File: src/sv/lcfs_pkg.sv
// Shared types and constants for the LED cube frame store and layer scanner.
// Holds the operation codes, the command word passed from front to back and queue sizing.
// No dependencies.
`default_nettype none

package lcfs_pkg;

    localparam int CUBE_SIZE_DEFAULT = 8;

    localparam logic [1:0] OP_SET  = 2'd0;
    localparam logic [1:0] OP_READ = 2'd1;
    localparam logic [1:0] OP_TICK = 2'd2;

    localparam int QUEUE_DEPTH = 2;
    localparam int QPTR_W      = $clog2(QUEUE_DEPTH);
    localparam int QCNT_W      = $clog2(QUEUE_DEPTH + 1);

    localparam int ROWS        = 8;
    localparam int ROW_W       = $clog2(ROWS);
    localparam int STORE_DEPTH = ROWS * ROWS;
    localparam int IDX_W       = $clog2(STORE_DEPTH);

    typedef enum logic [1:0] {
        CMD_SET  = 2'd0,
        CMD_READ = 2'd1,
        CMD_TICK = 2'd2
    } cmd_kind_t;

    typedef struct packed {
        cmd_kind_t         kind;
        logic [IDX_W-1:0]  row_idx;
        logic [ROW_W-1:0]  bit_sel;
        logic              led_on;
        logic              hit;
    } cmd_t;

endpackage

`default_nettype wire

File: src/sv/lcfs_front.sv
// Front end: accepts operations, checks coordinates and builds command words.
// Depends on lcfs_pkg.
`default_nettype none

module lcfs_front #(
    parameter int CUBE_SIZE = lcfs_pkg::CUBE_SIZE_DEFAULT
) (
    input  wire logic           start,
    input  wire logic [1:0]     op,
    input  wire logic [7:0]     x_coord,
    input  wire logic [7:0]     y_coord,
    input  wire logic [7:0]     z_coord,
    input  wire logic           led_on,
    input  wire logic           q_full,
    output lcfs_pkg::cmd_t      cmd,
    output logic                push
);
    import lcfs_pkg::*;

    localparam logic [7:0] Limit = 8'(CUBE_SIZE);

    logic accept;
    logic in_range;

    assign accept   = start && !q_full;
    assign in_range = (x_coord < Limit) && (y_coord < Limit) && (z_coord < Limit);

    always_comb
    begin
        cmd.row_idx = {z_coord[ROW_W-1:0], ROW_W'(ROWS - 1) - x_coord[ROW_W-1:0]};
        cmd.bit_sel = y_coord[ROW_W-1:0];
        cmd.led_on  = led_on;
        cmd.hit     = in_range;
        cmd.kind    = CMD_TICK;
        push        = 1'b0;
        unique case (op)
            OP_SET:
            begin
                cmd.kind = CMD_SET;
                push     = accept && in_range;
            end
            OP_READ:
            begin
                cmd.kind = CMD_READ;
                push     = accept;
            end
            OP_TICK:
            begin
                cmd.kind = CMD_TICK;
                push     = accept;
            end
            default:
            begin
                push = 1'b0;
            end
        endcase
    end

endmodule

`default_nettype wire

File: src/sv/lcfs_queue.sv
// Short command queue between the front end and the back end.
// Depends on lcfs_pkg.
`default_nettype none

module lcfs_queue (
    input  wire logic           clk,
    input  wire logic           rst_n,
    input  wire logic           push,
    input  wire lcfs_pkg::cmd_t push_cmd,
    input  wire logic           pop,
    output lcfs_pkg::cmd_t      head,
    output logic                full,
    output logic                empty
);
    import lcfs_pkg::*;

    cmd_t              entry_reg [QUEUE_DEPTH];
    logic [QPTR_W-1:0] wr_ptr_reg, wr_ptr_next;
    logic [QPTR_W-1:0] rd_ptr_reg, rd_ptr_next;
    logic [QCNT_W-1:0] count_reg, count_next;

    assign full  = (count_reg == QCNT_W'(QUEUE_DEPTH));
    assign empty = (count_reg == '0);
    assign head  = entry_reg[rd_ptr_reg];

    always_comb
    begin
        wr_ptr_next = wr_ptr_reg;
        rd_ptr_next = rd_ptr_reg;
        count_next  = count_reg;
        if (push && !full)
        begin
            wr_ptr_next = (wr_ptr_reg == QPTR_W'(QUEUE_DEPTH - 1)) ? '0 : wr_ptr_reg + 1'b1;
        end
        if (pop && !empty)
        begin
            rd_ptr_next = (rd_ptr_reg == QPTR_W'(QUEUE_DEPTH - 1)) ? '0 : rd_ptr_reg + 1'b1;
        end
        if ((push && !full) && !(pop && !empty))
        begin
            count_next = count_reg + 1'b1;
        end
        else if (!(push && !full) && (pop && !empty))
        begin
            count_next = count_reg - 1'b1;
        end
    end

    always_ff @(posedge clk or negedge rst_n)
    begin
        if (!rst_n)
        begin
            wr_ptr_reg <= '0;
            rd_ptr_reg <= '0;
            count_reg  <= '0;
        end
        else
        begin
            wr_ptr_reg <= wr_ptr_next;
            rd_ptr_reg <= rd_ptr_next;
            count_reg  <= count_next;
        end
    end

    always_ff @(posedge clk)
    begin
        if (push && !full)
        begin
            entry_reg[wr_ptr_reg] <= push_cmd;
        end
    end

endmodule

`default_nettype wire

File: src/sv/lcfs_back.sv
// Back end: frame store memory, voxel update and read, and the layer scan sequencer.
// Depends on lcfs_pkg; takes commands from lcfs_queue.
`default_nettype none

module lcfs_back (
    input  wire logic           clk,
    input  wire logic           rst_n,
    input  wire lcfs_pkg::cmd_t head,
    input  wire logic           empty,
    output logic                pop,
    output logic                result_valid,
    output logic                voxel_state,
    output logic [7:0]          column_byte,
    output logic [2:0]          latch_address,
    output logic [7:0]          layer_enable,
    output logic                last
);
    import lcfs_pkg::*;

    typedef enum logic [3:0] {
        ST_IDLE     = 4'b0001,
        ST_SET_WR   = 4'b0010,
        ST_READ_OUT = 4'b0100,
        ST_TICK     = 4'b1000
    } state_t;

    state_t             state_reg, state_next;
    cmd_t               cmd_reg, cmd_next;
    logic [ROW_W-1:0]   row_reg, row_next;
    logic [ROW_W-1:0]   layer_reg, layer_next;

    logic [7:0]             mem [STORE_DEPTH];
    logic [STORE_DEPTH-1:0] vld_reg;
    logic [7:0]             rd_data_reg;
    logic                   rd_vld_reg;

    logic               rd_en;
    logic [IDX_W-1:0]   rd_addr;
    logic               wr_en;
    logic [7:0]         wr_data;
    logic [7:0]         cur_byte;
    logic [7:0]         bit_mask;

    logic               res_valid_reg, res_valid_next;
    logic               res_voxel_reg, res_voxel_next;
    logic [7:0]         res_col_reg, res_col_next;
    logic [2:0]         res_addr_reg, res_addr_next;
    logic [7:0]         res_en_reg, res_en_next;
    logic               res_last_reg, res_last_next;

    assign cur_byte = rd_vld_reg ? rd_data_reg : 8'd0;
    assign bit_mask = 8'd1 << cmd_reg.bit_sel;
    assign wr_data  = (cur_byte & ~bit_mask) | (cmd_reg.led_on ? bit_mask : 8'd0);

    always_comb
    begin
        state_next     = state_reg;
        cmd_next       = cmd_reg;
        row_next       = row_reg;
        layer_next     = layer_reg;
        pop            = 1'b0;
        rd_en          = 1'b0;
        rd_addr        = cmd_reg.row_idx;
        wr_en          = 1'b0;
        res_valid_next = 1'b0;
        res_voxel_next = 1'b0;
        res_col_next   = 8'd0;
        res_addr_next  = 3'd0;
        res_en_next    = 8'd0;
        res_last_next  = 1'b0;
        unique case (state_reg)
            ST_IDLE:
            begin
                if (!empty)
                begin
                    pop      = 1'b1;
                    cmd_next = head;
                    rd_en    = 1'b1;
                    rd_addr  = head.row_idx;
                    unique case (head.kind)
                        CMD_SET:  state_next = ST_SET_WR;
                        CMD_READ: state_next = ST_READ_OUT;
                        CMD_TICK:
                        begin
                            rd_addr    = {layer_reg, ROW_W'(0)};
                            row_next   = '0;
                            state_next = ST_TICK;
                        end
                        default:  state_next = ST_IDLE;
                    endcase
                end
            end
            ST_SET_WR:
            begin
                wr_en      = 1'b1;
                state_next = ST_IDLE;
            end
            ST_READ_OUT:
            begin
                res_valid_next = 1'b1;
                res_voxel_next = cmd_reg.hit && cur_byte[cmd_reg.bit_sel];
                res_last_next  = 1'b1;
                state_next     = ST_IDLE;
            end
            ST_TICK:
            begin
                res_valid_next = 1'b1;
                res_col_next   = cur_byte;
                res_addr_next  = 3'(row_reg + 1'b1);
                if (row_reg == ROW_W'(ROWS - 1))
                begin
                    res_last_next = 1'b1;
                    res_en_next   = 8'd1 << layer_reg;
                    layer_next    = layer_reg + 1'b1;
                    state_next    = ST_IDLE;
                end
                else
                begin
                    rd_en    = 1'b1;
                    rd_addr  = {layer_reg, row_reg + 1'b1};
                    row_next = row_reg + 1'b1;
                end
            end
            default:
            begin
                state_next = ST_IDLE;
            end
        endcase
    end

    always_ff @(posedge clk or negedge rst_n)
    begin
        if (!rst_n)
        begin
            state_reg     <= ST_IDLE;
            row_reg       <= '0;
            layer_reg     <= '0;
            vld_reg       <= '0;
            res_valid_reg <= 1'b0;
            res_voxel_reg <= 1'b0;
            res_col_reg   <= 8'd0;
            res_addr_reg  <= 3'd0;
            res_en_reg    <= 8'd0;
            res_last_reg  <= 1'b0;
        end
        else
        begin
            state_reg     <= state_next;
            row_reg       <= row_next;
            layer_reg     <= layer_next;
            res_valid_reg <= res_valid_next;
            res_voxel_reg <= res_voxel_next;
            res_col_reg   <= res_col_next;
            res_addr_reg  <= res_addr_next;
            res_en_reg    <= res_en_next;
            res_last_reg  <= res_last_next;
            if (wr_en)
            begin
                vld_reg[cmd_reg.row_idx] <= 1'b1;
            end
        end
    end

    always_ff @(posedge clk)
    begin
        cmd_reg <= cmd_next;
        if (wr_en)
        begin
            mem[cmd_reg.row_idx] <= wr_data;
        end
        if (rd_en)
        begin
            rd_data_reg <= mem[rd_addr];
        end
    end

    always_ff @(posedge clk or negedge rst_n)
    begin
        if (!rst_n)
        begin
            rd_vld_reg <= 1'b0;
        end
        else if (rd_en)
        begin
            rd_vld_reg <= vld_reg[rd_addr];
        end
    end

    assign result_valid  = res_valid_reg;
    assign voxel_state   = res_voxel_reg;
    assign column_byte   = res_col_reg;
    assign latch_address = res_addr_reg;
    assign layer_enable  = res_en_reg;
    assign last          = res_last_reg;

endmodule

`default_nettype wire

File: src/sv/led_cube_frame_store_and_layer_scan.sv
// Top level of the LED cube frame store and layer scanner.
// Depends on lcfs_pkg, lcfs_front, lcfs_queue and lcfs_back.
//
// An operation is taken when start is high and busy is low; busy rises only while the
// two-entry command queue is full. A taken command is registered in a queue entry before it
// can leave the queue. A voxel set then reads the row byte as the command leaves the queue
// and writes it back, modified, in the next cycle; a read registers the row byte as it leaves
// the queue and then puts its single result on the ports from the result registers; and a
// refresh tick gives eight results on consecutive cycles, one per row read from the frame
// store, each row byte and each result being registered on its way. Each result is shown
// for one cycle with result_valid high and must be taken then, as the block cannot be held off.
// The frame store reads as all zero after reset without any clearing pass, so operations may
// start in the first cycle after reset.
`default_nettype none

module led_cube_frame_store_and_layer_scan #(
    parameter int CUBE_SIZE = lcfs_pkg::CUBE_SIZE_DEFAULT
) (
    input  wire logic        clk,
    input  wire logic        rst_n,
    input  wire logic        start,
    output logic             busy,
    input  wire logic [1:0]  op,
    input  wire logic [7:0]  x_coord,
    input  wire logic [7:0]  y_coord,
    input  wire logic [7:0]  z_coord,
    input  wire logic        led_on,
    output logic             result_valid,
    output logic             voxel_state,
    output logic [7:0]       column_byte,
    output logic [2:0]       latch_address,
    output logic [7:0]       layer_enable,
    output logic             last
);
    import lcfs_pkg::*;

    cmd_t front_cmd;
    cmd_t q_head;
    logic push;
    logic pop;
    logic q_full;
    logic q_empty;

    lcfs_front #(
        .CUBE_SIZE(CUBE_SIZE)
    ) u_front (
        .start   (start),
        .op      (op),
        .x_coord (x_coord),
        .y_coord (y_coord),
        .z_coord (z_coord),
        .led_on  (led_on),
        .q_full  (q_full),
        .cmd     (front_cmd),
        .push    (push)
    );

    lcfs_queue u_queue (
        .clk      (clk),
        .rst_n    (rst_n),
        .push     (push),
        .push_cmd (front_cmd),
        .pop      (pop),
        .head     (q_head),
        .full     (q_full),
        .empty    (q_empty)
    );

    lcfs_back u_back (
        .clk           (clk),
        .rst_n         (rst_n),
        .head          (q_head),
        .empty         (q_empty),
        .pop           (pop),
        .result_valid  (result_valid),
        .voxel_state   (voxel_state),
        .column_byte   (column_byte),
        .latch_address (latch_address),
        .layer_enable  (layer_enable),
        .last          (last)
    );

    assign busy = q_full;

    assert property (@(posedge clk) disable iff (!rst_n) $onehot0(layer_enable))
        else $error("layer enable drives more than one layer");

    assert property (@(posedge clk) disable iff (!rst_n)
        (layer_enable != 8'd0) |-> (result_valid && last && latch_address == 3'd0))
        else $error("layer enable outside the final scan result");

    assert property (@(posedge clk) disable iff (!rst_n)
        (result_valid && voxel_state) |-> (last && column_byte == 8'd0))
        else $error("voxel state set on a scan result");

    assert property (@(posedge clk) disable iff (!rst_n)
        (result_valid && !last) |=> result_valid)
        else $error("scan results not on consecutive cycles");

endmodule

`default_nettype wire

File: config.mk
export PLATFORM = sky130hd
export DESIGN_NAME = led_cube_frame_store_and_layer_scan
export DESIGN_NICKNAME = d
export VERILOG_FILES = /design/src/sv/lcfs_pkg.sv /design/src/sv/lcfs_front.sv /design/src/sv/lcfs_queue.sv /design/src/sv/lcfs_back.sv /design/src/sv/led_cube_frame_store_and_layer_scan.sv
export SDC_FILE = /design/constraint.sdc
export NUM_CORES = 1
export LEC_CHECK = 0
export ABC_AREA = 1
export BUFFER_PORTS_ARGS = -buffer_cell sky130_fd_sc_hd__buf_2
export CAP_MARGIN = 40
export CORE_MARGIN = 2
export CORE_UTILIZATION = 35
export DETAILED_ROUTE_END_ITERATION = 10
export PLACE_DENSITY_LB_ADDON = 0.15
export RECOVER_POWER = 50
export SYNTH_ARGS = -nofsm -noshare
export SYNTH_HDL_FRONTEND = slang
export SYNTH_SLANG_ARGS = --single-unit
File: constraint.sdc
create_clock -name clk -period 5.8 [get_ports clk]
set_clock_uncertainty 0.1 [all_clocks]
set_input_delay 0.87 -clock clk [delete_from_list [all_inputs] [get_ports clk]]
set_output_delay 0.87 -clock clk [all_outputs]
set_load 0.03 [all_outputs]
==> Word level (Yosys, flattened, before mapping) <==
Memories as Yosys holds them, arrays and structs flattened. A register that Yosys moved wholly into a read port is not among the register bits.
Cells that the tools add are included.
{ "word_totals": {"register_bits": 112, "mem_bits_rw": 538, "inputBits": 30, "out_inout_bits": 23, "word_cells": 123, "n_memories": 2} }
{ "memory_table": {"columns": ["memory", "words", "width", "read_ports", "rd_ports_with_merged_regs", "write_ports", "line_no", "source"], "rows": [
  ["u_back.mem", 64, 8, 1, 1, 1, "lcfs_back.sv:32", "logic [7:0] mem [STORE_DEPTH];"],
  ["u_queue.entry_reg", 2, 13, 1, 0, 1, "lcfs_queue.sv:17", "cmd_t entry_reg [QUEUE_DEPTH];"]
]} }
{ "op_classes": {"n_addsub": 7, "n_lt_le_gt_ge": 7, "n_eq_ne": 14, "shifts": 2, "n_mux": 43, "bitwise": 5, "reduce_logical": 25} }
{ "ops": {"columns": ["cell", "count"], "rows": [
  ["bitwise OR 64 bit", 1],
  ["two-way mux 8 bit", 5],
  ["less-than comparator 8 x 4 -> 1 bit (second input constant)", 3],
  ["two-way mux 6 bit", 3],
  ["two-way mux 1 bit", 16],
  ["<< shifter 1 x 3 -> 8 bit (first input constant)", 2],
  ["less-than comparator 6 x 7 -> 1 bit (second input constant)", 2],
  ["two-way mux 3 bit", 4],
  ["case mux 4 bit (3 select lines)", 1],
  ["case mux 6 bit (2 select lines)", 1],
  ["logical AND 1 bit", 10],
  ["bitwise AND 8 bit", 1],
  ["two-way mux 4 bit", 2],
  ["NOT 8 bit", 1],
  ["bitwise OR 8 bit", 1],
  ["case mux 4 bit (2 select lines)", 1],
  ["adder 3 x 1 -> 3 bit (second input constant)", 2],
  ["binary-select mux 1 bit (select 6 bit)", 1],
  ["demux 1 bit (select 6 bit)", 1],
  ["equality test 2 bit (second input constant)", 3],
  [">= comparator 6 x 1 -> 1 bit (second input constant)", 1],
  ["zero test 2 bit", 3],
  ["inequality test 2 bit (second input constant)", 3],
  ["case mux 1 bit (2 select lines)", 3],
  ["22 further kinds", 32]
]} }

==> Longest topological paths before layout <==
{ "depth": {"ltp_word": 10, "ltp_mapped": 19, "depth_no_buf": 17} }

==> Hierarchy <==
From an unflattened synthesis, not the netlist that was laid out.
{ "hier_totals": {"hier_cells": 2436, "area_unflattened_um2": 27782.9} }
{ "by_module_without_submodules": {"columns": ["mod", "n_inst", "cells_each", "area_per_inst_um2", "seq_area_each_um2"], "rows": [
  ["lcfs_back", 1, 2299, 26391.6, 18373.9],
  ["lcfs_queue", 1, 99, 1178.6, 880.8],
  ["lcfs_front", 1, 38, 212.7, 0.0]
]} }

==> Worst setup path after synthesis <==
OpenSTA, ideal clock, no wires.
{ "synth_path": {"path_type": "register to register", "start": "register u_back.cmd_reg[4] (netlist bit)", "end": "memory u_back.mem[0][1] (data pin)", "setup_ns": 0.702, "arrival_ns": 3.203, "required_time_ns": 4.998, "path_slack_ns": 1.795, "path_stages_with_launch": 4, "path_buffers": 0, "period_less_slack_ns": 4.005, "path_cell_list": "edfxtp_1 > inv_1 > nand3_1 > o21ai_0"} }
{ "synth_via": {"elab_chain_cells": 4, "elab_cells_between_ends": 5, "classes_between": "shift (1); mux (1); bitwise (3)"} }
{ "synth_rtl": {"columns": ["element", "line_no", "source"], "rows": [
  ["start, declared", "lcfs_back.sv:28", "cmd_t cmd_reg, cmd_next;"],
  ["start signal, assigned", "lcfs_back.sv:166", "cmd_reg <= cmd_next;"],
  ["<< shifter 1 x 3 -> 8 bit *", "lcfs_back.sv:52", "assign bit_mask = 8'd1 << cmd_reg.bit_sel;"],
  ["NOT 8 bit", "lcfs_back.sv:53", "assign wr_data = (cur_byte & ~bit_mask) | (cmd_reg.led_on ? bit_mask : 8'd0);"],
  ["bitwise AND 8 bit", "lcfs_back.sv:53", null],
  ["bitwise OR 8 bit *", "lcfs_back.sv:53", null],
  ["named net u_back.wr_data[1]", "lcfs_back.sv:40", "logic [7:0] wr_data;"],
  ["end, declared", "lcfs_back.sv:32", null]
]} }
Mark *: on every way through the listed nets, which the timed path passes. The rest lies on a longest branch.

==> Worst setup path after layout <==
{ "layout_path": {"start": "register u_back.cmd_reg[4] (netlist bit)", "end": "memory u_back.mem[51][1] (data pin)"} }
The elaborated chain is that of the path after synthesis.

==> impl_metrics.xml <==
<?xml version="1.0" encoding="UTF-8"?>
<metrics>
  <group name="final_layout">
    <metric name="post_route_cells_drive_above_1_share" unit="">0.0690</metric>
    <metric name="fin_nets" unit="">2481</metric>
    <metric name="area_delta_synth_final" unit="%">12.3</metric>
    <metric name="total_inserted_antenna_cells" unit="">0</metric>
    <metric name="largest_reg_flops" unit="">512</metric>
  </group>
  <group name="floorplan">
    <metric name="io-pin-count" unit="">53</metric>
    <metric name="core.rowCount" unit="">103</metric>
    <metric name="initial_core_util" unit="">0.353</metric>
    <metric name="overall_die_height" unit="µm">286</metric>
    <metric name="core" unit="µm²">79000</metric>
    <metric name="dieWidth" unit="µm">286</metric>
    <metric name="fp.dieArea" unit="µm²">82000</metric>
  </group>
  <group name="worst_setup_path">
    <metric name="timing.critical_path.buf_inv" unit="">2</metric>
    <metric name="crit_type" unit="">flop to flop</metric>
    <metric name="required_time_of_the_critical_path" unit="ps">6020</metric>
    <metric name="critical_path.top_delay_family" unit="">compound AO/OA/AOI/OAI gates</metric>
    <metric name="worst-endpoint-arrival" unit="ps">5230</metric>
    <metric name="critPathLaunchType" unit="">flop</metric>
    <metric name="critical-path-max-stage-delay" unit="ps">2940</metric>
    <metric name="crit_fanout" unit="">40</metric>
    <metric name="critical_path.endpoint_type" unit="">flop</metric>
    <metric name="crit_slowest_cell" unit="">o21ai_0</metric>
    <metric name="cell_breakdown_of_the_critical_path" unit="">inv_1, nand3_1, o21ai_0, buf_4</metric>
  </group>
  <group name="timing">
    <metric name="rsz0062_at_grt" unit="">false</metric>
    <metric name="finalCritPeriodShare" unit="">0.864</metric>
    <metric name="timing.fmax" unit="GHz">0.199</metric>
    <metric name="worstMarginPinSlew" unit="ps">3970</metric>
    <metric name="report.final.slew_viol_count" unit="">318</metric>
    <metric name="timing.max_slew.rel_slack" unit="">-1.67</metric>
    <metric name="timing.setup.tns" unit="ps">0</metric>
    <metric name="min_period" unit="ps">5010</metric>
    <metric name="report.final.hold_viol_count" unit="">0</metric>
    <metric name="setup_violations" unit="">0</metric>
  </group>
  <group name="global_routing">
    <metric name="grt_pass1_wl" unit="µm">112000</metric>
    <metric name="grt_util_all_layers" unit="">0.180</metric>
    <metric name="grt_overflow" unit="">0</metric>
    <metric name="pin_count_of_the_biggest_net_entering_global_routing" unit="">145</metric>
    <metric name="antenna_violations_before_repair" unit="">1</metric>
    <metric name="vias_in_the_first_global_route" unit="">17800</metric>
  </group>
  <group name="routing">
    <metric name="drt_iter0_markers" unit="">1201</metric>
    <metric name="avgRoutedWirePerCell" unit="µm">20.6</metric>
    <metric name="detail_route.wirelength" unit="µm">72900</metric>
    <metric name="drt_first_pass_iters" unit="">5</metric>
    <metric name="postRouteAntennaNets" unit="">0</metric>
    <metric name="drc_errors" unit="">0</metric>
    <metric name="vias" unit="">17900</metric>
    <metric name="vias_per_cell" unit="">5.05</metric>
  </group>
  <group name="clock_network">
    <metric name="postCtsSetupRepairBufs" unit="">0</metric>
    <metric name="maximum_buffer_depth_of_the_clock_tree" unit="">3</metric>
    <metric name="post_cts_resized" unit="">0</metric>
    <metric name="h-tree-depth" unit="">3</metric>
    <metric name="tritoncts.num_buffers" unit="">71</metric>
    <metric name="cts-root-buf" unit="">clkbuf_16</metric>
    <metric name="clkLatencyLatePin" unit="ps">600</metric>
    <metric name="cts.sinks" unit="">658</metric>
    <metric name="clock_tree_from_tritoncts" unit="">built</metric>
    <metric name="postCtsHoldBufs" unit="">0</metric>
    <metric name="clk_pin_slew_worst_paths" unit="ps">60</metric>
  </group>
  <group name="synthesis">
    <metric name="yosys.cell_types.count" unit="">38</metric>
    <metric name="synth_enable_flop_cells" unit="">557</metric>
    <metric name="register_bit_count_reported_by_yosys" unit="">658</metric>
    <metric name="postSynthAreaPerCell" unit="µm²">11.6</metric>
    <metric name="synth.yosys.warnings" unit="">0</metric>
    <metric name="netlist_instances" unit="">2397</metric>
    <metric name="ys_seq_area_frac" unit="">0.690</metric>
    <metric name="postSynthNetCount" unit="">2440</metric>
    <metric name="post_synth_instance_area" unit="µm²">27900</metric>
    <metric name="dominantRegCellSynth" unit="">edfxtp_1</metric>
    <metric name="ys_async_sr_fraction" unit="">0.153</metric>
  </group>
  <group name="placed_design">
    <metric name="count_of_input_and_output_buffers" unit="">52</metric>
    <metric name="gp_routability_congestion" unit="">0.811</metric>
    <metric name="detailed_place_hpwl" unit="µm">43500</metric>
  </group>
  <group name="hold_path">
    <metric name="timing.hold.worst.class" unit="">flop to flop</metric>
  </group>
  <group name="flow_run">
    <metric name="cap_viol_max_count" unit="">10</metric>
  </group>
  <group name="status">
    <metric name="status" unit="">complete, but fails checks</metric>
    <metric name="failed_checks" unit="">capacitance limit, slew limit</metric>
  </group>
</metrics>
cell usage after synthesis, types with 3 or more instances:
| cell type | number | share of area |
|---|---|---|
| a21oi_1 | 7 | 0.0013 |
| inv_2 | 8 | 0.0011 |
| buf_6 | 17 | 0.0069 |
| nand3_1 | 320 | 0.057 |
| nand2_1 | 385 | 0.052 |
| clkbuf_1 | 47 | 0.0063 |
| o21ai_1 | 3 | 0.00054 |
| nand2_2 | 4 | 0.00090 |
| buf_1 | 6 | 0.00081 |
| inv_1 | 358 | 0.048 |
| nor2_4 | 5 | 0.0020 |
| o211ai_1 | 257 | 0.069 |
| xor2_1 | 3 | 0.00094 |
| buf_4 | 11 | 0.0030 |
| buf_2 | 59 | 0.011 |
| nor2_1 | 95 | 0.013 |
| or2_2 | 6 | 0.0013 |
| dfrtp_1 | 100 | 0.090 |
| nor3_1 | 9 | 0.0016 |
| nor4_1 | 3 | 0.00067 |
| o21ai_0 | 74 | 0.013 |
| nand4_1 | 28 | 0.0063 |
| nand3_2 | 3 | 0.0011 |
| edfxtp_1 | 557 | 0.60 |
| ha_1 | 13 | 0.0058 |
cell families after synthesis:
kind of cell             count (synthesis)  synth area share
XOR/XNOR                                 4           0.00126
flip-flops                             658             0.690
AND/OR/NAND/NOR                        864             0.138
buffers and inverters                  506            0.0767
adder cells (fa/ha/maj)                 13           0.00583
AO/OA/AOI/OAI                          352            0.0881
routing by layer:
layer / wire length [µm] / part of all wire / vias up / global-route usage
met5: 0 / 0 / - / 0
met4: 1960 / 0.027 / 0 / 0.0590
met3: 3500 / 0.048 / 113 / 0.0253
met2: 34800 / 0.48 / 474 / 0.296
met1: 32700 / 0.45 / 8805 / 0.245
li1: - / - / 8474 / -
worst reg2reg max path, stage by stage, from the launching register on:
cell      delay (ps)
edfxtp_1         490
inv_1            210
nand3_1          140
o21ai_0         2940
buf_4            840
per-stage QoR:
step | hold WS (ps) | util | cell area, µm² | setup WS (ps) | cells
after floorplan | 324 | - | 27900 | 1800 | 2397
after global placement | 338 | 0.369 | 29200 | 1630 | 3391
after detailed placement | 345 | 0.372 | 29400 | 1630 | 3414
after CTS | 210 | 0.400 | 31600 | 1630 | 3540
after global routing | 381 | 0.397 | 31300 | 658 | 3541
final | 355 | 0.397 | 31300 | 787 | 3541
final timing paths:
path,slack [ps],startpoint,cells past startpoint,end
worst max-delay path,790,u_back.cmd_reg[4],4,u_back.mem[51][1]
worst min-delay path,350,u_back.vld_reg[1],2,u_back.vld_reg[1]
worst max register to register,790,u_back.cmd_reg[4],4,u_back.mem[51][1]
worst min register to register,350,u_back.vld_reg[1],2,u_back.vld_reg[1]
max in group asynchronous,1930,rst_n,2,u_back.vld_reg[16]
min in group asynchronous,1140,rst_n,1,u_queue.wr_ptr_reg
area by class of cell:
| class | instances | area, µm² |
|---|---|---|
| Fill cell | 7570 | 47700 |
| Multi-Input combinational cell | 1233 | 6510 |
| Tap cell | 1050 | 1310 |
| Inverter | 366 | 1380 |
| Clock inverter | 27 | 209 |
| Timing Repair Buffer | 108 | 682 |
| Clock buffer | 99 | 1980 |
| Sequential cell | 658 | 19300 |
cell usage in the layout (no fill, tap or decap), drive strengths merged:
cell    instances
a21boi          1
a21oi          11
a22o            1
a31oi           1
buf            48
bufinv          3
clkbuf        159
clkinv         21
dfrtp         100
dfstp           1
edfxtp        557
ha             13
inv           369
nand2         390
nand3         325
nand4          28
nor2          102
nor3            9
nor3b           1
nor4            3
o211ai        259
o21ai          77
o22ai           2
or2             6
xnor2           1
xor2            3
Power is left out: the tool's default activity adds up to more than one toggle a clock period on the data nets, which glitch-free logic cannot reach.
